--- src/sv/tdpc_pkg.sv ---
`timescale 1ns / 1ps
`default_nettype none

package tdpc_pkg;

    localparam int COUNT_BITS = 32;
    localparam logic [COUNT_BITS-1:0] COUNT_TOP = '1;
    localparam int FIRST_DIVISOR = 2;

    typedef enum logic [1:0] {
        SEQ_IDLE,
        SEQ_START,
        SEQ_WAIT,
        SEQ_FINISH
    } seq_state_t;

    typedef struct packed {
        logic valid;
        logic prime;
        logic restart;
    } verdict_t;

endpackage

`default_nettype wire

--- src/sv/tdpc_if.sv ---
`timescale 1ns / 1ps
`default_nettype none

interface tdpc_in_if #(
    parameter int VALUE_BITS = 31
) ();
    logic                  valid;
    logic                  ready;
    logic [VALUE_BITS-1:0] value;
    logic                  restart;

    modport source (output valid, output value, output restart, input ready);
    modport sink (input valid, input value, input restart, output ready);
endinterface

interface tdpc_out_if ();
    import tdpc_pkg::*;

    logic                  valid;
    logic                  ready;
    logic                  is_prime_flag;
    logic [COUNT_BITS-1:0] prime_count;

    modport source (output valid, output is_prime_flag, output prime_count, input ready);
    modport sink (input valid, input is_prime_flag, input prime_count, output ready);
endinterface

`default_nettype wire

--- src/sv/trial_division_prime_counter_unit.sv ---
// Trial-division prime counter.
//
// The item channel carries one value and a restart flag per beat; the result
// channel returns one beat per item with the prime flag and the running count
// of primes since the last restart, saturating at all ones.
// Each value is tested by dividing it by 2, 3, 4, ... until the divisor
// exceeds the quotient or a division leaves no remainder. A single restoring
// divider does every division, one quotient bit per cycle. A value v takes
// floor(sqrt(v)) trials if it is prime and its smallest factor minus one if
// it is composite; values below 2 go straight to a verdict with no trial.
// With a ready receiver, the next item beat can be taken at the same edge as
// the result beat of the item before.
// Results wait in an output register, so a new item is accepted while an
// earlier result is still stalled by the receiver; the finished verdict then
// holds until that register frees up.
// Reset clears the running count and empties the output register.
`timescale 1ns / 1ps
`default_nettype none

module trial_division_prime_counter_unit #(
    parameter int VALUE_BITS = 31
) (
    input  logic              clk,
    input  logic              rst_n,
    tdpc_in_if.sink           item,
    tdpc_out_if.source        result
);
    import tdpc_pkg::*;

    verdict_t              verdict;
    logic                  take;
    logic                  div_start;
    logic                  div_done;
    logic [VALUE_BITS-1:0] div_dividend;
    logic [VALUE_BITS-1:0] div_divisor;
    logic [VALUE_BITS-1:0] div_quotient;
    logic [VALUE_BITS-1:0] div_remainder;
    logic                  out_valid_reg;
    logic                  out_valid_next;
    logic                  flag_reg;
    logic                  flag_next;
    logic [COUNT_BITS-1:0] count_reg;
    logic [COUNT_BITS-1:0] count_next;
    logic [COUNT_BITS-1:0] count_base;

    tdpc_seq #(
        .VALUE_BITS (VALUE_BITS)
    ) u_seq (
        .clk           (clk),
        .rst_n         (rst_n),
        .in_valid      (item.valid),
        .in_ready      (item.ready),
        .value         (item.value),
        .restart       (item.restart),
        .take          (take),
        .verdict       (verdict),
        .div_start     (div_start),
        .div_dividend  (div_dividend),
        .div_divisor   (div_divisor),
        .div_done      (div_done),
        .div_quotient  (div_quotient),
        .div_remainder (div_remainder)
    );

    tdpc_div #(
        .VALUE_BITS (VALUE_BITS)
    ) u_div (
        .clk       (clk),
        .rst_n     (rst_n),
        .start     (div_start),
        .dividend  (div_dividend),
        .divisor   (div_divisor),
        .done      (div_done),
        .quotient  (div_quotient),
        .remainder (div_remainder)
    );

    assign take = verdict.valid && (!out_valid_reg || result.ready);

    always_comb
    begin
        count_base     = verdict.restart ? '0 : count_reg;
        count_next     = count_reg;
        flag_next      = flag_reg;
        out_valid_next = out_valid_reg;
        if (take)
        begin
            flag_next      = verdict.prime;
            out_valid_next = 1'b1;
            if (verdict.prime && (count_base != COUNT_TOP))
            begin
                count_next = count_base + 1'b1;
            end
            else
            begin
                count_next = count_base;
            end
        end
        else if (result.ready)
        begin
            out_valid_next = 1'b0;
        end
    end

    always_ff @(posedge clk or negedge rst_n)
    begin
        if (!rst_n)
        begin
            out_valid_reg <= 1'b0;
            count_reg     <= '0;
        end
        else
        begin
            out_valid_reg <= out_valid_next;
            count_reg     <= count_next;
        end
    end

    always_ff @(posedge clk)
    begin
        flag_reg <= flag_next;
    end

    assign result.valid         = out_valid_reg;
    assign result.is_prime_flag = flag_reg;
    assign result.prime_count   = count_reg;

    a_count_steps: assert property (@(posedge clk) disable iff (!rst_n)
        take && verdict.prime && !verdict.restart && (count_reg != COUNT_TOP)
        |=> (count_reg == $past(count_reg) + 1'b1))
        else $error("running count did not advance on a prime");

    a_restart_clears: assert property (@(posedge clk) disable iff (!rst_n)
        take && !verdict.prime && verdict.restart |=> (count_reg == '0))
        else $error("restart with a non-prime value did not clear the count");

    a_accept_when_free: assert property (@(posedge clk) disable iff (!rst_n)
        item.valid && item.ready |-> !verdict.valid && !div_done)
        else $error("item accepted while a verdict or division was pending");

endmodule

`default_nettype wire

--- src/sv/tdpc_div.sv ---
`timescale 1ns / 1ps
`default_nettype none

module tdpc_div #(
    parameter int VALUE_BITS = 31
) (
    input  logic                  clk,
    input  logic                  rst_n,
    input  logic                  start,
    input  logic [VALUE_BITS-1:0] dividend,
    input  logic [VALUE_BITS-1:0] divisor,
    output logic                  done,
    output logic [VALUE_BITS-1:0] quotient,
    output logic [VALUE_BITS-1:0] remainder
);
    import tdpc_pkg::*;

    localparam int CNT_BITS = (VALUE_BITS > 2) ? $clog2(VALUE_BITS) : 1;

    logic                  busy_reg;
    logic                  busy_next;
    logic                  done_reg;
    logic                  done_next;
    logic [CNT_BITS-1:0]   cnt_reg;
    logic [CNT_BITS-1:0]   cnt_next;
    logic [VALUE_BITS-1:0] rem_reg;
    logic [VALUE_BITS-1:0] rem_next;
    logic [VALUE_BITS-1:0] quo_reg;
    logic [VALUE_BITS-1:0] quo_next;
    logic [VALUE_BITS:0]   trial;
    logic [VALUE_BITS:0]   diff;
    logic                  fits;

    // One restoring step per cycle: the quotient register starts out holding
    // the dividend and takes one quotient bit in at the bottom each step.
    assign trial = {rem_reg, quo_reg[VALUE_BITS-1]};
    assign diff  = trial - {1'b0, divisor};
    assign fits  = (trial >= {1'b0, divisor});

    always_comb
    begin
        busy_next = busy_reg;
        done_next = 1'b0;
        cnt_next  = cnt_reg;
        rem_next  = rem_reg;
        quo_next  = quo_reg;
        if (start)
        begin
            busy_next = 1'b1;
            cnt_next  = CNT_BITS'(VALUE_BITS - 1);
            rem_next  = '0;
            quo_next  = dividend;
        end
        else if (busy_reg)
        begin
            rem_next = fits ? diff[VALUE_BITS-1:0] : trial[VALUE_BITS-1:0];
            quo_next = {quo_reg[VALUE_BITS-2:0], fits};
            if (cnt_reg == '0)
            begin
                busy_next = 1'b0;
                done_next = 1'b1;
            end
            else
            begin
                cnt_next = cnt_reg - 1'b1;
            end
        end
    end

    always_ff @(posedge clk or negedge rst_n)
    begin
        if (!rst_n)
        begin
            busy_reg <= 1'b0;
            done_reg <= 1'b0;
            cnt_reg  <= '0;
        end
        else
        begin
            busy_reg <= busy_next;
            done_reg <= done_next;
            cnt_reg  <= cnt_next;
        end
    end

    always_ff @(posedge clk)
    begin
        rem_reg <= rem_next;
        quo_reg <= quo_next;
    end

    assign done      = done_reg;
    assign quotient  = quo_reg;
    assign remainder = rem_reg;

    a_done_after_busy: assert property (@(posedge clk) disable iff (!rst_n)
        done_reg |-> $past(busy_reg))
        else $error("divider finished without having been busy");

    a_rem_below_divisor: assert property (@(posedge clk) disable iff (!rst_n)
        done_reg && (divisor != '0) |-> (rem_reg < divisor))
        else $error("divider remainder not below the divisor");

endmodule

`default_nettype wire

--- src/sv/tdpc_seq.sv ---
`timescale 1ns / 1ps
`default_nettype none

module tdpc_seq #(
    parameter int VALUE_BITS = 31
) (
    input  logic                  clk,
    input  logic                  rst_n,
    input  logic                  in_valid,
    output logic                  in_ready,
    input  logic [VALUE_BITS-1:0] value,
    input  logic                  restart,
    input  logic                  take,
    output tdpc_pkg::verdict_t    verdict,
    output logic                  div_start,
    output logic [VALUE_BITS-1:0] div_dividend,
    output logic [VALUE_BITS-1:0] div_divisor,
    input  logic                  div_done,
    input  logic [VALUE_BITS-1:0] div_quotient,
    input  logic [VALUE_BITS-1:0] div_remainder
);
    import tdpc_pkg::*;

    localparam logic [VALUE_BITS-1:0] FIRST_D = VALUE_BITS'(FIRST_DIVISOR);

    seq_state_t            state_reg;
    seq_state_t            state_next;
    logic [VALUE_BITS-1:0] v_reg;
    logic [VALUE_BITS-1:0] v_next;
    logic [VALUE_BITS-1:0] d_reg;
    logic [VALUE_BITS-1:0] d_next;
    logic                  prime_reg;
    logic                  prime_next;
    logic                  restart_reg;
    logic                  restart_next;

    always_comb
    begin
        state_next   = state_reg;
        v_next       = v_reg;
        d_next       = d_reg;
        prime_next   = prime_reg;
        restart_next = restart_reg;
        in_ready     = 1'b0;
        div_start    = 1'b0;
        case (state_reg)
            SEQ_IDLE:
            begin
                in_ready = 1'b1;
                if (in_valid)
                begin
                    v_next       = value;
                    d_next       = FIRST_D;
                    restart_next = restart;
                    if (value < FIRST_D)
                    begin
                        prime_next = 1'b0;
                        state_next = SEQ_FINISH;
                    end
                    else
                    begin
                        state_next = SEQ_START;
                    end
                end
            end
            SEQ_START:
            begin
                div_start  = 1'b1;
                state_next = SEQ_WAIT;
            end
            SEQ_WAIT:
            begin
                if (div_done)
                begin
                    // Once the divisor passes the quotient it is past the
                    // square root, so no factor is left to find.
                    if (d_reg > div_quotient)
                    begin
                        prime_next = 1'b1;
                        state_next = SEQ_FINISH;
                    end
                    else if (div_remainder == '0)
                    begin
                        prime_next = 1'b0;
                        state_next = SEQ_FINISH;
                    end
                    else
                    begin
                        d_next     = d_reg + 1'b1;
                        state_next = SEQ_START;
                    end
                end
            end
            SEQ_FINISH:
            begin
                if (take)
                begin
                    state_next = SEQ_IDLE;
                end
            end
            default:
            begin
                state_next = SEQ_IDLE;
            end
        endcase
    end

    always_ff @(posedge clk or negedge rst_n)
    begin
        if (!rst_n)
        begin
            state_reg <= SEQ_IDLE;
        end
        else
        begin
            state_reg <= state_next;
        end
    end

    always_ff @(posedge clk)
    begin
        v_reg       <= v_next;
        d_reg       <= d_next;
        prime_reg   <= prime_next;
        restart_reg <= restart_next;
    end

    assign div_dividend     = v_reg;
    assign div_divisor      = d_reg;
    assign verdict.valid    = (state_reg == SEQ_FINISH);
    assign verdict.prime    = prime_reg;
    assign verdict.restart  = restart_reg;

    a_divisor_floor: assert property (@(posedge clk) disable iff (!rst_n)
        (state_reg == SEQ_START) || (state_reg == SEQ_WAIT) |-> (d_reg >= FIRST_D))
        else $error("trial divisor fell below the first divisor");

endmodule

`default_nettype wire

--- src/flat_wrapper.sv ---
// flat-port wrapper written by rule: the top's interface ports become plain ports
module trial_division_prime_counter_unit_flat import tdpc_pkg::*;
#(
    parameter int VALUE_BITS = 31
)
  (clk, rst_n, item_valid, item_value, item_restart, item_ready, result_valid, result_is_prime_flag, result_prime_count, result_ready);
  tdpc_in_if #(.VALUE_BITS(VALUE_BITS)) item_i ();
  tdpc_out_if result_i ();
  input  logic clk;
  input  logic rst_n;
  input wire logic [$bits(item_i.valid)-1:0] item_valid;
  input wire logic [$bits(item_i.value)-1:0] item_value;
  input wire logic [$bits(item_i.restart)-1:0] item_restart;
  output wire logic [$bits(item_i.ready)-1:0] item_ready;
  output wire logic [$bits(result_i.valid)-1:0] result_valid;
  output wire logic [$bits(result_i.is_prime_flag)-1:0] result_is_prime_flag;
  output wire logic [$bits(result_i.prime_count)-1:0] result_prime_count;
  input wire logic [$bits(result_i.ready)-1:0] result_ready;
  assign item_i.valid = item_valid;
  assign item_i.value = item_value;
  assign item_i.restart = item_restart;
  assign item_ready = item_i.ready;
  assign result_valid = result_i.valid;
  assign result_is_prime_flag = result_i.is_prime_flag;
  assign result_prime_count = result_i.prime_count;
  assign result_i.ready = result_ready;
  trial_division_prime_counter_unit #(.VALUE_BITS(VALUE_BITS)) u_core (.clk(clk), .rst_n(rst_n), .item(item_i), .result(result_i));
endmodule
--- config.mk ---
export PLATFORM = sky130hd
export DESIGN_NAME = trial_division_prime_counter_unit_flat
export DESIGN_NICKNAME = d
export VERILOG_FILES = /design/src/sv/tdpc_pkg.sv /design/src/sv/tdpc_if.sv /design/src/sv/trial_division_prime_counter_unit.sv /design/src/sv/tdpc_div.sv /design/src/sv/tdpc_seq.sv /design/src/flat_wrapper.sv
export SDC_FILE = /design/constraint.sdc
export NUM_CORES = 1
export LEC_CHECK = 0
export BUFFER_PORTS_ARGS = -buffer_cell sky130_fd_sc_hd__buf_2
export CORE_MARGIN = 5
export CORE_UTILIZATION = 50
export DETAILED_ROUTE_END_ITERATION = 12
export PLACE_DENSITY = 0.7
export SYNTH_ARGS = -nofsm -noshare
export SYNTH_HDL_FRONTEND = slang
export SYNTH_SLANG_ARGS = --single-unit
--- constraint.sdc ---
create_clock -name clk -period 5.6 [get_ports clk]
set_clock_uncertainty 0.15 [all_clocks]
set_input_delay 1.68 -clock clk [delete_from_list [all_inputs] [get_ports clk]]
set_output_delay 1.68 -clock clk [all_outputs]
set_load 0.02 [all_outputs]
# Word-level counts from Yosys, hierarchy flattened
# Cells that the tools add are included.
# classes
add_sub_neg	4
order_cmp	3
eq_ne	12
muxes	36
reduce_logical	15
# ops
operator	count
31-bit two-way mux	7
32-bit two-way mux	2
31-bit one-hot mux with 2 select lines	1
32-bit by 1-bit adder with 32-bit output (second input constant)	1
32-bit by 31-bit >= comparator with 1-bit output	1
32-bit inequality test (second input constant)	1
31-bit by 1-bit adder with 31-bit output (second input constant)	1
31-bit greater-than comparator	1
31-bit zero test	1
31-bit by 2-bit less-than comparator with 1-bit output (second input constant)	1
31-bit subtractor	1
1-bit two-way mux	15
5-bit two-way mux	3
2-bit two-way mux	6
2-bit inequality test (second input constant)	6
5-bit AND reduction	2
2-bit one-hot mux with 4 select lines	1
2-bit nonzero test	3
5-bit zero test	1
5-bit by 1-bit subtractor with 5-bit output (second input constant)	1
2-bit equality test (second input constant)	2
2-bit AND reduction	2
3-bit inequality test (second input constant)	1
3-bit AND reduction	1
7 further kinds	8
# totals
register_bits	169
in_bits	36
out_inout_bits	35
wordCells	83

# Logic depth before layout (Yosys ltp)
# Gate-level depths: netlist (run 1).
# depth
ltp_word	5
depth_mapped	14
ltp_nobuf	12

# Hierarchy
# Synthesis (run 1) repeated with hierarchy kept, for this count alone.
# hier_totals
hier_cells	1091
area_unflattened_um2	10633.9
# modules_own_cells
mod	n_inst	cells_per_inst	area_per_inst_um2	seq_area_each_um2
tdpc_div	1	556	5058.6	1726.7
tdpc_seq	1	342	3732.3	1971.9
trial_division_prime_counter_unit	1	193	1843.0	855.8

# Worst setup path after synthesis (run 1)
# OpenSTA, ideal clock, no wires.
# synth_path
kind	register -> register
from	reg u_core.u_seq.d_reg[1], in the netlist u_core.u_seq.div_divisor[1]
to	reg u_core.u_seq.d_reg[0], in the netlist u_core.u_seq.div_divisor[0], enable pin
setup_ns	0.466
t_arrival_ns	4.135
t_required_ns	4.984
slack_ns	0.848
stages_incl_launch_ff	11
path_buffers	0
period_less_slack_ns	4.752
cell_sequence	edfxtp_1 > ha_1 > nor2b_1 > o21ai_0 > a21oi_1 > o31a_1 > o21ai_0 > nand2_1 > a21oi_1 > a41oi_1 > o31ai_1
# synth_via
elab_chain_len	3
# synth_lines
element	line	rtl
from (decl)	tdpc_seq.sv:30	logic [VALUE_BITS-1:0] d_reg;
from (signal assigned)	tdpc_seq.sv:123	d_reg <= d_next;
31-bit greater-than comparator	tdpc_seq.sv:77	if (d_reg > div_quotient)
2-bit inequality test (no line)	-	
5-bit AND reduction (no line)	-	
# Every way passes these cells.
# A chain may end at the register's enable or synchronous reset.

# Worst setup path after layout (run 1)
# layout_path
from	reg u_core.u_seq.d_reg[0], in the netlist u_core.u_seq.div_divisor[0]
to	reg u_core.u_div.rem_reg[29], in the netlist u_core.u_div.remainder[29]
# layout_via
elab_chain_len	2
word_cells_on_any_way	3
classes_between	add/sub (1); order compare (1); mux (1)
# layout_lines
element	line	rtl
31-bit subtractor / 32-bit by 31-bit >= comparator with 1-bit output (equally long branches)	tdpc_div.sv:37, tdpc_div.sv:38	
31-bit two-way mux *	tdpc_div.sv:56	rem_next = fits ? diff[VALUE_BITS-1:0] : trial[VALUE_BITS-1:0];
to (signal assigned)	tdpc_div.sv:88	rem_reg <= rem_next;
to (decl)	tdpc_div.sv:26	logic [VALUE_BITS-1:0] rem_reg;
# Mark *: on every way between the ends. The rest lies on a longest branch, timed or not.

==> summary.md, run 1 <==
| Metric | Value |
|---|---|
| Status | `completed` |
| Library cells used by synthesis | `66` |
| Total power | `5.94 mW` |
| Switching share of power | `0.411` |
| Final Hold Vio Count | `0` |
| Via count | `7890` |
| Setup Buffers After CTS | `0` |
| DRT iter0 DRCs | `558` |
| Post-synth top area share | `0.289` |
| Layout area overhead | `12.1%` |
| #FFs+latches synth | `169` |
| Largest net degree at the start of global routing | `66` |
| Max reg flops | `32` |
| Max Freq | `254 MHz` |
| CTS Buffer Depth | `2` |
| Syn_area_per_cell | `9.41 um2` |
| Worst hold path stage count | `2` |
| Worst Path Buf+Inv | `0` |
| Leak Pwr | `4.78 nW` |
| Setup TNS | `0 ns` |
| Min-Delay Endpoint | `u_core.u_div.remainder[1]` |
| Slowest library cell on the worst path | `or4_1` |
| CP endpoint kind | `register` |
| Initial antenna violation count | `0` |
| Fin worst setup slack | `1.66 ns` |
| CP dominant cell by count | `a21oi_1` |
| Tcrit/Tclk final | `0.704` |
| GR peak layer | `met2` |
| RSZ-0062 raised after global routing | `no` |
| VDD IR-drop max | `0.323 mV` |
| Final Wtd Congestion | `0.916` |
| R2R setup slack | `1.66 ns` |
| EDFF count, synth | `96` |
| CP startpoint kind | `register` |
| Yosys warns | `0` |
| Clk slew on worst S/H paths | `0.06 ns` |
| IO Count | `71` |
| Vias in the first global route | `7700` |
| GRT Residual Overflow | `0` |
| Core area | `19500 um2` |
| Site row count | `51` |
| PortBufs | `70` |
| Synthesized cell area | `9980 um2` |
| Starting Density | `0.511` |
| Clock sinks | `169` |
| First-pass GRT wire length | `38.4 mm` |
| Crit-path leading delay family | `compound AO/OA/AOI/OAI gates` |
| Share of post-route cells with drive strength above 1 | `0.106` |
| GR met1 Demand/Resource | `0.279` |
| DP HPWL | `17.3 mm` |
| DRC | `0` |
| M3 GR Usage | `0.0365` |
| Diode count | `0` |
| Max-cap violations | `0` |
| Critical Path RT | `5.82 ns` |
| Htree depth | `4` |
| Tot GR Track Use | `0.210` |
| Fin util | `0.573` |
| Sequential Power Share | `0.347` |
| Max-slew headroom | `0.375` |
| Routed wire per std cell | `16.8 um` |
| Die height | `151 um` |
| Worst-Skew Late Latency | `0.43 ns` |
| Area contributors post-synth | `edfxtp_1 (29%), dfrtp_1 (11%), ha_1 (8.3%)` |
| First-pass DRT Iterations | `5` |
| FF-to-FF End | `u_core.u_div.remainder[29]` |
| NetSw | `2.44 mW` |
| Register area share after synthesis | `0.456` |
| Syn nets | `1163` |
| Die X | `151 um` |
| Top_reg_cell synth | `edfxtp_1` |
| CTS tree | `built` |
| Post-CTS resize count | `0` |
| Cts hold-fix bufs | `0` |
| Final nets | `1226` |
| Crit-path cells | `ha_1 > fa_1 > nand2b_1 > a21oi_1 > o21ai_1 > a21oi_1 > o211ai_1 > a21o_1 > nand2b_4 > or4_1 > nand3_1` |
| Time the worst path needs with I/O delays and setup | `3.94 ns` |
| Int Pwr | `3.50 mW` |
| Worst-path fanout max | `28` |
| Root Buffer | `clkbuf_16` |
| Critical path class | `reg2reg` |
| Worst Reg-to-Reg Cells | `11` |
| Endpoints failing setup | `0` |
| Clock share of power | `0.194` |
| Comb power frac | `0.459` |
| Worst slew pin tran | `0.937 ns` |
| Worst min-delay path class | `reg2reg` |
| GR Util met2 | `0.353` |
| HP Start | `u_core.u_div.remainder[1]` |
| DR vias/cell | `5.63` |
| Post-synth ARST share | `0.249` |
| Cts bufs inserted | `17` |
| Final WL | `23.5 mm` |
| Max Slew Vio Count | `0` |
| Pre-CTS WS | `1.72 ns` |
| Die area | `22900 um2` |
| Cells after Synth | `1060` |
| Pwr/cell area | `531 nW/um2` |
| Synth area leader | `edfxtp_1` |
| CP peak stage delay | `0.54 ns` |
| Reg-to-Reg Start | `u_core.u_seq.div_divisor[0]` |
| Final ANT Viol Nets | `0` |
| CP arrival | `4.16 ns` |
## synth_stat cells (all sizes together), types with 8 or more instances
cell type and count:
nor2b 10, a21o 32, nand2 127, nand3 37, edfxtp 96, nand4 26, clkbuf 32, a22o 9
o21ai 84, and3 15, dfrtp 42, nand2b 11, a21oi 57, and2 8, nor3 16, nor4 24
o22ai 9, xnor2 52, nor2 80, dfxtp 31, xor2 31, ha 66, inv 77
## layer usage
layer  routed length [um]  share of wire
met5                    0              0
met4                  396          0.017
met3                 1160          0.049
met2                11300           0.48
met1                10700           0.45
## area by class of cell
class	instances	area (um2)
Clock buffer	17	425
Clock inverter	15	141
Fill cell	1703	8340
Inverter	77	289
Multi-Input combinational cell	777	5010
Sequential cell	169	4550
Tap cell	265	332
Timing Repair Buffer	81	433
## layout by cell type, fill, tap and decap left out, types with 32 or more instances in the layout
cell	n
a21o_1	32
a21oi_1	57
buf_2	70
dfrtp_1	42
edfxtp_1	96
ha_1	66
inv_1	76
nand2_1	127
nand3_1	37
nor2_1	80
o21ai_0	66
xnor2_1	52
## stage by stage
stage / cells / area [um2] / hold WS [ns]
after floorplan: 1060 / 9980 / 0.282
after global placement: 1369 / 10600 / 0.328
after detailed placement: 1369 / 10600 / 0.340
after CTS: 1401 / 11200 / 0.348
after global routing: 1401 / 11200 / 0.382
final: 1401 / 11200 / 0.351
## cells by family (layout without fill, tap and decap cells)
| logic type | count (synthesis) | after routing | share of synthesized area |
|---|---|---|---|
| flip-flops | 169 | 169 | 0.456 |
| XOR/XNOR | 83 | 83 | 0.0728 |
| adder cells (fa/ha/maj) | 67 | 67 | 0.0848 |
| AO/OA/AOI/OAI | 241 | 241 | 0.151 |
| AND/OR/NAND/NOR | 379 | 379 | 0.185 |
| buffers and inverters | 114 | 190 | 0.0434 |
| multiplexers | 7 | 7 | 0.00715 |
## worst max path at each step
stage                     depth (start not counted)                          end                         from
after global routing                             11    u_core.u_div.remainder[3]  u_core.u_seq.div_divisor[9]
final                                            11   u_core.u_div.remainder[29]  u_core.u_seq.div_divisor[0]
after detailed placement                         11    u_core.u_div.remainder[3]  u_core.u_seq.div_divisor[9]
after CTS                                        11   u_core.u_div.remainder[29]  u_core.u_seq.div_divisor[0]
after floorplan                                  10  u_core.u_seq.div_divisor[0]  u_core.u_seq.div_divisor[1]
after global placement                           11   u_core.u_div.remainder[29]  u_core.u_seq.div_divisor[0]
## worst reg2reg max path: stages, from the launching register on
cell	delay, ns
edfxtp_1	0.44
ha_1	0.24
fa_1	0.41
nand2b_1	0.20
a21oi_1	0.27
o21ai_1	0.18
a21oi_1	0.36
o211ai_1	0.17
a21o_1	0.51
nand2b_4	0.34
or4_1	0.54
nand3_1	0.08
## power groups by stage
| stage | Sequential [mW] | Combinational [mW] | Clock [mW] |
|---|---|---|---|
| 2_1_floorplan | 1.98 | 2.12 | 0 |
| 3_3_place_gp | 2.07 | 2.64 | 0 |
| 3_5_place_dp | 2.08 | 2.69 | 0 |
| 4_1_cts | 2.06 | 2.72 | 1.17 |
| 5_1_grt | 2.10 | 3.06 | 1.23 |
| 6_report | 2.06 | 2.73 | 1.15 |
(Power assumes the default switching activity.)
==> inputs of run 2 (changes only) <==
Clock period 5.6 ns to 3.71 ns, I/O delays scaled along.
==> run 2 against run 1 <==
Against the previous run:
- clock-buffer cell count unchanged
- largest cell class unchanged
- critical path depth unchanged
- power up 53%
- via count up 1.3%
- utilization up 0.47 points
- combinational power up 56%
- design area up 0.83%
- worst hold slack worse by 0.00097 ns
- non-clock buffer count up 7
==> summary.md, run 2 (synthesis gave the netlist of run 1 again) <==
| Metric | Value |
|---|---|
| Status | `completed` |
| Diode count | `0 (unchanged)` |
| IO Count | `71 (unchanged)` |
| Max-slew headroom | `0.376 (about the same)` |
| VDD IR-drop max | `0.449 mV (+39%)` |
| Final Hold Vio Count | `0 (unchanged)` |
| Core area | `19500 um2 (unchanged)` |
| Reg-to-Reg Start | `u_core.u_seq.div_divisor[0]` |
| First-pass DRT Iterations | `5 (unchanged)` |
| Int Pwr | `5.31 mW (+52%)` |
| Multi-input logic area | `5020 um2 (about the same)` |
| Leading cell types in the layout, fill and taps excluded | `nand2_1 (127), edfxtp_1 (96), nor2_1 (80)` |
| DR vias/cell | `5.67 (+0.76%)` |
| Critical Path End | `u_core.u_div.remainder[29]` |
| Worst-Skew Late Latency | `0.44 ns (about the same)` |
| Layout area overhead | `13.0%` |
| Routed wire per std cell | `16.8 um (-0.19%)` |
| Post-Place Cells | `1376 (+0.51%)` |
| Post-CTS resize count | `0 (unchanged)` |
| Filler-free cell count of the finished design | `1408 (+0.50%)` |
| Clock sinks | `169 (unchanged)` |
| Comb power frac | `0.467 (+0.008)` |
| PortBufs | `70 (unchanged)` |
| Max-cap violations | `0 (unchanged)` |
| Final ANT Viol Nets | `0 (unchanged)` |
| Leak Pwr | `4.83 nW (+0.95%)` |
| FF-to-FF End | `u_core.u_div.remainder[29]` |
| Initial antenna violation count | `0 (unchanged)` |
| Clock share of power | `0.196 (+0.002)` |
| Final Wtd Congestion | `0.886 (-3.3%)` |
| DRT iter0 DRCs | `557 (-0.18%)` |
| Htree depth | `4 (unchanged)` |
| Starting Density | `0.511 (unchanged)` |
| Worst min-delay path class | `reg2reg` |
| Largest net degree at the start of global routing | `60 (-9.1%)` |
| Time the worst path needs with I/O delays and setup | `3.47 ns (-0.468 ns)` |
| R2R setup slack | `0.24 ns (-1.42 ns)` |
| Setup TNS | `0 ns (unchanged)` |
| Setup Buffers After CTS | `0 (unchanged)` |
| Via count | `7990 (+1.3%)` |
| Worst Reg-to-Reg Cells | `11 (unchanged)` |
| Critical path class | `reg2reg` |
| Filler Cell Count | `1737 (+2.0%)` |
| Cts hold-fix bufs | `0 (unchanged)` |
| Site row count | `51 (unchanged)` |
| Switching share of power | `0.418 (+0.00711)` |
| Critical Path Start | `u_core.u_seq.div_divisor[0]` |
| CP startpoint kind | `register` |
| Critical Path RT | `3.93 ns (-1.89 ns)` |
| Worst-path fanout max | `11 (-61%)` |
| Die area | `22900 um2 (unchanged)` |
| Hold slack final | `0.350 ns (-0.000974 ns)` |
| Sequential Power Share | `0.337 (-0.010)` |
| Cts bufs inserted | `17 (unchanged)` |
| CP endpoint kind | `register` |
| Commonest non-fill, non-tap cell in the layout | `nand2_1` |
| DRC | `0 (unchanged)` |
| GRT Residual Overflow | `0 (unchanged)` |
| First-pass GRT wire length | `38.6 mm (+0.32%)` |
| Reg area | `4550 um2 (unchanged)` |
| Pwr/cell area | `809 nW/um2 (+52%)` |
| NetSw | `3.81 mW (+56%)` |
| CTS tree | `built` |
| CTS Buffer Depth | `2 (unchanged)` |
| Final nets | `1233 (+0.57%)` |
| RSZ-0062 raised after global routing | `no` |
| Die height | `151 um (unchanged)` |
| CP arrival | `3.70 ns (-0.46 ns)` |
| Endpoints failing setup | `0 (unchanged)` |
| Worst slew pin tran | `0.936 ns (-0.000467 ns)` |
| DP HPWL | `17.5 mm (+1.3%)` |
| Max reg flops | `32 (unchanged)` |
| Root Buffer | `clkbuf_16` |
| Die X | `151 um (unchanged)` |
| Max Freq | `288 MHz (+13%)` |
| Share of post-route cells with drive strength above 1 | `0.114 (+0.00810)` |
| Final WL | `23.6 mm (+0.31%)` |
| Tot GR Track Use | `0.211 (+0.000564)` |
| Vias in the first global route | `7679 (-0.27%)` |
| Clk slew on worst S/H paths | `0.07 ns (about the same)` |
| Max Slew Vio Count | `0 (unchanged)` |
| Tcrit/Tclk final | `0.937 (+0.233)` |
run 2: cell count changes in the layout (fill, tap and decap cells not counted):
| cell | previous run | this run |
|---|---|---|
| clkinv_4 | 3 | 2 |
| inv_6 | 5 | 2 |
| clkinv_8 | 0 | 5 |
| a21oi_1 | 57 | 56 |
| clkinv_1 | 3 | 1 |
| buf_4 | 11 | 18 |
| inv_8 | 2 | 3 |
| bufinv_16 | 1 | 0 |
| a21oi_2 | 0 | 1 |
| inv_12 | 0 | 1 |
run 2: per-layer routing:
metal	vias to the layer above	track usage	share of wire
li1	3955	-	-
met1	3774	0.282	0.45
met2	228	0.359	0.49
met3	33	0.0344	0.050
met4	0	0.0503	0.012
met5	-	0	0
run 2: per-stage QoR:
stage          cell area, um2  worst slack [ns]  utilization  power (mW)
2_1_floorplan            9990             0.475            -        6.20
3_3_place_gp            10700             0.355        0.547        7.19
3_5_place_dp            10700             0.171        0.547        7.30
4_1_cts                 11300             0.160        0.578        9.12
5_1_grt                 11300             0.105        0.578        9.79
6_report                11300             0.235        0.578        9.12
run 2: layout make-up:
cell class	instances	share of cell area
inverter	77	0.0256
multi-input combinational	777	0.445
timing repair buffer	88	0.0430
clock buffer	17	0.0377
clock inverter	15	0.0157
tap	265	0.0294
sequential	169	0.404
run 2: worst min-delay path by stage:
stage / from / cells past startpoint / slack, ns / to
floorplan: u_core.u_seq.prime_reg / 0 / 0.28 / u_core.result.is_prime_flag
global placement: u_core.u_div.remainder[1] / 2 / 0.34 / u_core.u_div.remainder[1]
detailed placement: u_core.u_div.remainder[1] / 2 / 0.34 / u_core.u_div.remainder[1]
CTS: u_core.u_div.remainder[1] / 2 / 0.35 / u_core.u_div.remainder[1]
global route: u_core.u_div.remainder[1] / 2 / 0.37 / u_core.u_div.remainder[1]
finish: u_core.u_div.remainder[1] / 2 / 0.35 / u_core.u_div.remainder[1]
run 2: worst max-delay path, stage by stage (launching register included):
cell,delay (ns)
edfxtp_1,0.44
ha_1,0.25
fa_1,0.40
nand2b_1,0.19
a21oi_1,0.22
o21ai_1,0.16
a21oi_2,0.28
o211ai_1,0.15
a21o_1,0.31
nand2b_4,0.25
or4_1,0.53
nand3_1,0.08
run 2: power groups by stage:
| stage | Sequential (mW) | Combinational (mW) | Clock [mW] |
|---|---|---|---|
| after floorplan | 2.99 | 3.21 | 0 |
| after global placement | 3.09 | 4.10 | 0 |
| after detailed placement | 3.10 | 4.20 | 0 |
| after CTS | 3.06 | 4.23 | 1.83 |
| after global routing | 3.13 | 4.75 | 1.91 |
| final | 3.07 | 4.26 | 1.79 |
==> inputs of run 3 (changes only) <==
Settings changed: CORE_MARGIN 5 to not set.
==> run 3 against run 2 <==
Against the previous run:
- sequential share of layout area is 0.26 points lower
- register-to-register slack better by 0.05 ns
- design area rose by 0.65%
- power grew 2.4%
- clock-buffer cell count is the same
- utilization up 0.38 points
- cell count about the same
- critical path type unchanged
- largest power group unchanged
- highest routed layer unchanged
==> summary.md, run 3 (synthesis gave the netlist of run 1 again) <==
| Metric | Value |
|---|---|
| Status | `completed` |
| Die X | `143 um (-5.3%)` |
| Clk slew on worst S/H paths | `0.07 ns (about the same)` |
| DRC | `0 (unchanged)` |
| Worst slew pin tran | `0.947 ns (+0.0105 ns)` |
| Pre-CTS WS | `0.378 ns (+0.206 ns)` |
| Clock sinks | `169 (unchanged)` |
| CTS Buffer Depth | `2 (unchanged)` |
| Endpoints failing setup | `0 (unchanged)` |
| CP arrival | `3.65 ns (-0.05 ns)` |
| Post-CTS resize count | `0 (unchanged)` |
| Max reg flops | `32 (unchanged)` |
| Final WL | `23.4 mm (-1.0%)` |
| Starting Density | `0.511 (unchanged)` |
| Final instance area | `11400 um2 (+0.65%)` |
| Vias in the first global route | `7742 (+0.82%)` |
| Crit-path cells | `ha_1 > fa_1 > nand2b_1 > a21oi_1 > o21ai_1 > a21oi_1 > o211ai_1 > a21o_1 > nand2b_4 > or4_1 > nand3_1` |
| Die area | `20500 um2 (-10%)` |
| Fin worst setup slack | `0.286 ns (+0.0506 ns)` |
| Worst min-delay path class | `reg2reg` |
| Hold slack final | `0.355 ns (+0.00573 ns)` |
| Root Buffer | `clkbuf_16` |
| Htree depth | `4 (unchanged)` |
| Cts bufs inserted | `17 (unchanged)` |
| Final Wtd Congestion | `0.908 (+2.5%)` |
| Final nets | `1232 (-0.081%)` |
| Max-slew headroom | `0.369 (-0.00702)` |
| RSZ-0062 raised after global routing | `no` |
| Critical Path RT | `3.93 ns (about the same)` |
| Tot GR Track Use | `0.239 (+0.0280)` |
| Total power | `9.34 mW (+2.4%)` |
| Routed wire per std cell | `16.6 um (-0.94%)` |
| CP dominant cell by count | `a21oi_1` |
| CTS tree | `built` |
| Pwr/cell area | `823 nW/um2 (+1.8%)` |
| Diode count | `0 (unchanged)` |
| Core area | `19500 um2 (unchanged)` |
| DR vias/cell | `5.72 (+0.84%)` |
| Setup TNS | `0 ns (unchanged)` |
| VDD IR-drop max | `0.437 mV (-2.7%)` |
| Filler-free cell count of the finished design | `1407 (-0.071%)` |
| Tcrit/Tclk final | `0.923 (-0.0136)` |
| First-pass GRT wire length | `38.0 mm (-1.4%)` |
| Max Freq | `292 MHz (+1.5%)` |
| Post-Place Cells | `1375 (-0.073%)` |
| Filler Cell Count | `1695 (-2.4%)` |
| Final Hold Vio Count | `0 (unchanged)` |
| Max-cap violations | `0 (unchanged)` |
| Time the worst path needs with I/O delays and setup | `3.42 ns (-0.0506 ns)` |
| Site row count | `51 (unchanged)` |
| Critical path class | `reg2reg` |
| Max Slew Vio Count | `0 (unchanged)` |
| Worst-path fanout max | `8 (-3)` |
| Worst-Skew Late Latency | `0.44 ns (about the same)` |
| PortBufs | `70 (unchanged)` |
| IO Count | `71 (unchanged)` |
| Setup Buffers After CTS | `0 (unchanged)` |
| Leak Pwr | `4.86 nW (+0.76%)` |
| DRT iter0 DRCs | `558 (+0.18%)` |
| Die height | `143 um (-5.3%)` |
| Via count | `8051 (+0.76%)` |
| DP HPWL | `17.0 mm (-2.8%)` |
| Layout area overhead | `13.8%` |
| GRT Residual Overflow | `0 (unchanged)` |
| CP peak stage delay | `0.53 ns (about the same)` |
| Commonest non-fill, non-tap cell in the layout | `nand2_1` |
| Initial antenna violation count | `0 (unchanged)` |
| CP startpoint kind | `register` |
| Share of post-route cells with drive strength above 1 | `0.113 (-0.000776)` |
| Placed Instance Area | `10700 um2 (about the same)` |
| Largest net degree at the start of global routing | `62 (+3.3%)` |
| Final ANT Viol Nets | `0 (unchanged)` |
| First-pass DRT Iterations | `6 (+1)` |
| Slowest library cell on the worst path | `or4_1` |
| Cts hold-fix bufs | `0 (unchanged)` |
| Fin util | `0.582 (+0.00378)` |
| Leading cell types in the layout, fill and taps excluded | `nand2_1 (127), edfxtp_1 (96), nor2_1 (80)` |
| CP endpoint kind | `register` |
run 3: changes by cell type in the layout (fill, tap and decap cells not counted), sizes merged:
cell,change
bufinv,+4
buf,-1
clkinv,-4
run 3: worst paths after layout:
| path | from | end | slack [ns] | cells after the start |
|---|---|---|---|---|
| setup reg to reg | u_core.u_seq.div_divisor[0] | u_core.u_div.remainder[29] | 0.29 | 11 |
| setup / recovery | u_core.u_seq.div_divisor[0] | u_core.u_div.remainder[29] | 0.29 | 11 |
| hold / removal | u_core.u_div.remainder[22] | u_core.u_div.remainder[22] | 0.36 | 2 |
| hold reg to reg | u_core.u_div.remainder[22] | u_core.u_div.remainder[22] | 0.36 | 2 |
| min in group asynchronous | rst_n | u_core.result.prime_count[22] | 0.67 | 1 |
| max in group asynchronous | rst_n | u_core.u_div.cnt_reg[2] | 2.14 | 1 |
run 3: critical path: cells and delay by family (launching register included):
| family | cells | cell delay, ns |
|---|---|---|
| AOI/OAI and AO/OA | 5 | 1.11 |
| and+or+nand+nor | 4 | 1.01 |
| adders and majority gates | 2 | 0.64 |
| DFF | 1 | 0.44 |
run 3: cell type report:
type	count	area, um2	share of cell area
Clock inverter	15	250	0.0220
Clock buffer	17	425	0.0375
Tap cell	265	332	0.0292
Sequential cell	169	4550	0.401
Timing Repair Buffer	87	490	0.0432
Multi-Input combinational cell	777	5010	0.442
Inverter	77	289	0.0255
run 3: per-layer routing:
metal / wire length [um] / track usage
met1: 10400 / 0.306
met2: 11600 / 0.410
met3: 976 / 0.0396
met5: 0 / 0
met4: 438 / 0.0756
run 3: where the power goes:
| part | switching, mW | internal, mW |
|---|---|---|
| Sequential | 0.387 | 2.69 |
| Combinational | 2.53 | 1.72 |
| Clock | 0.850 | 1.17 |
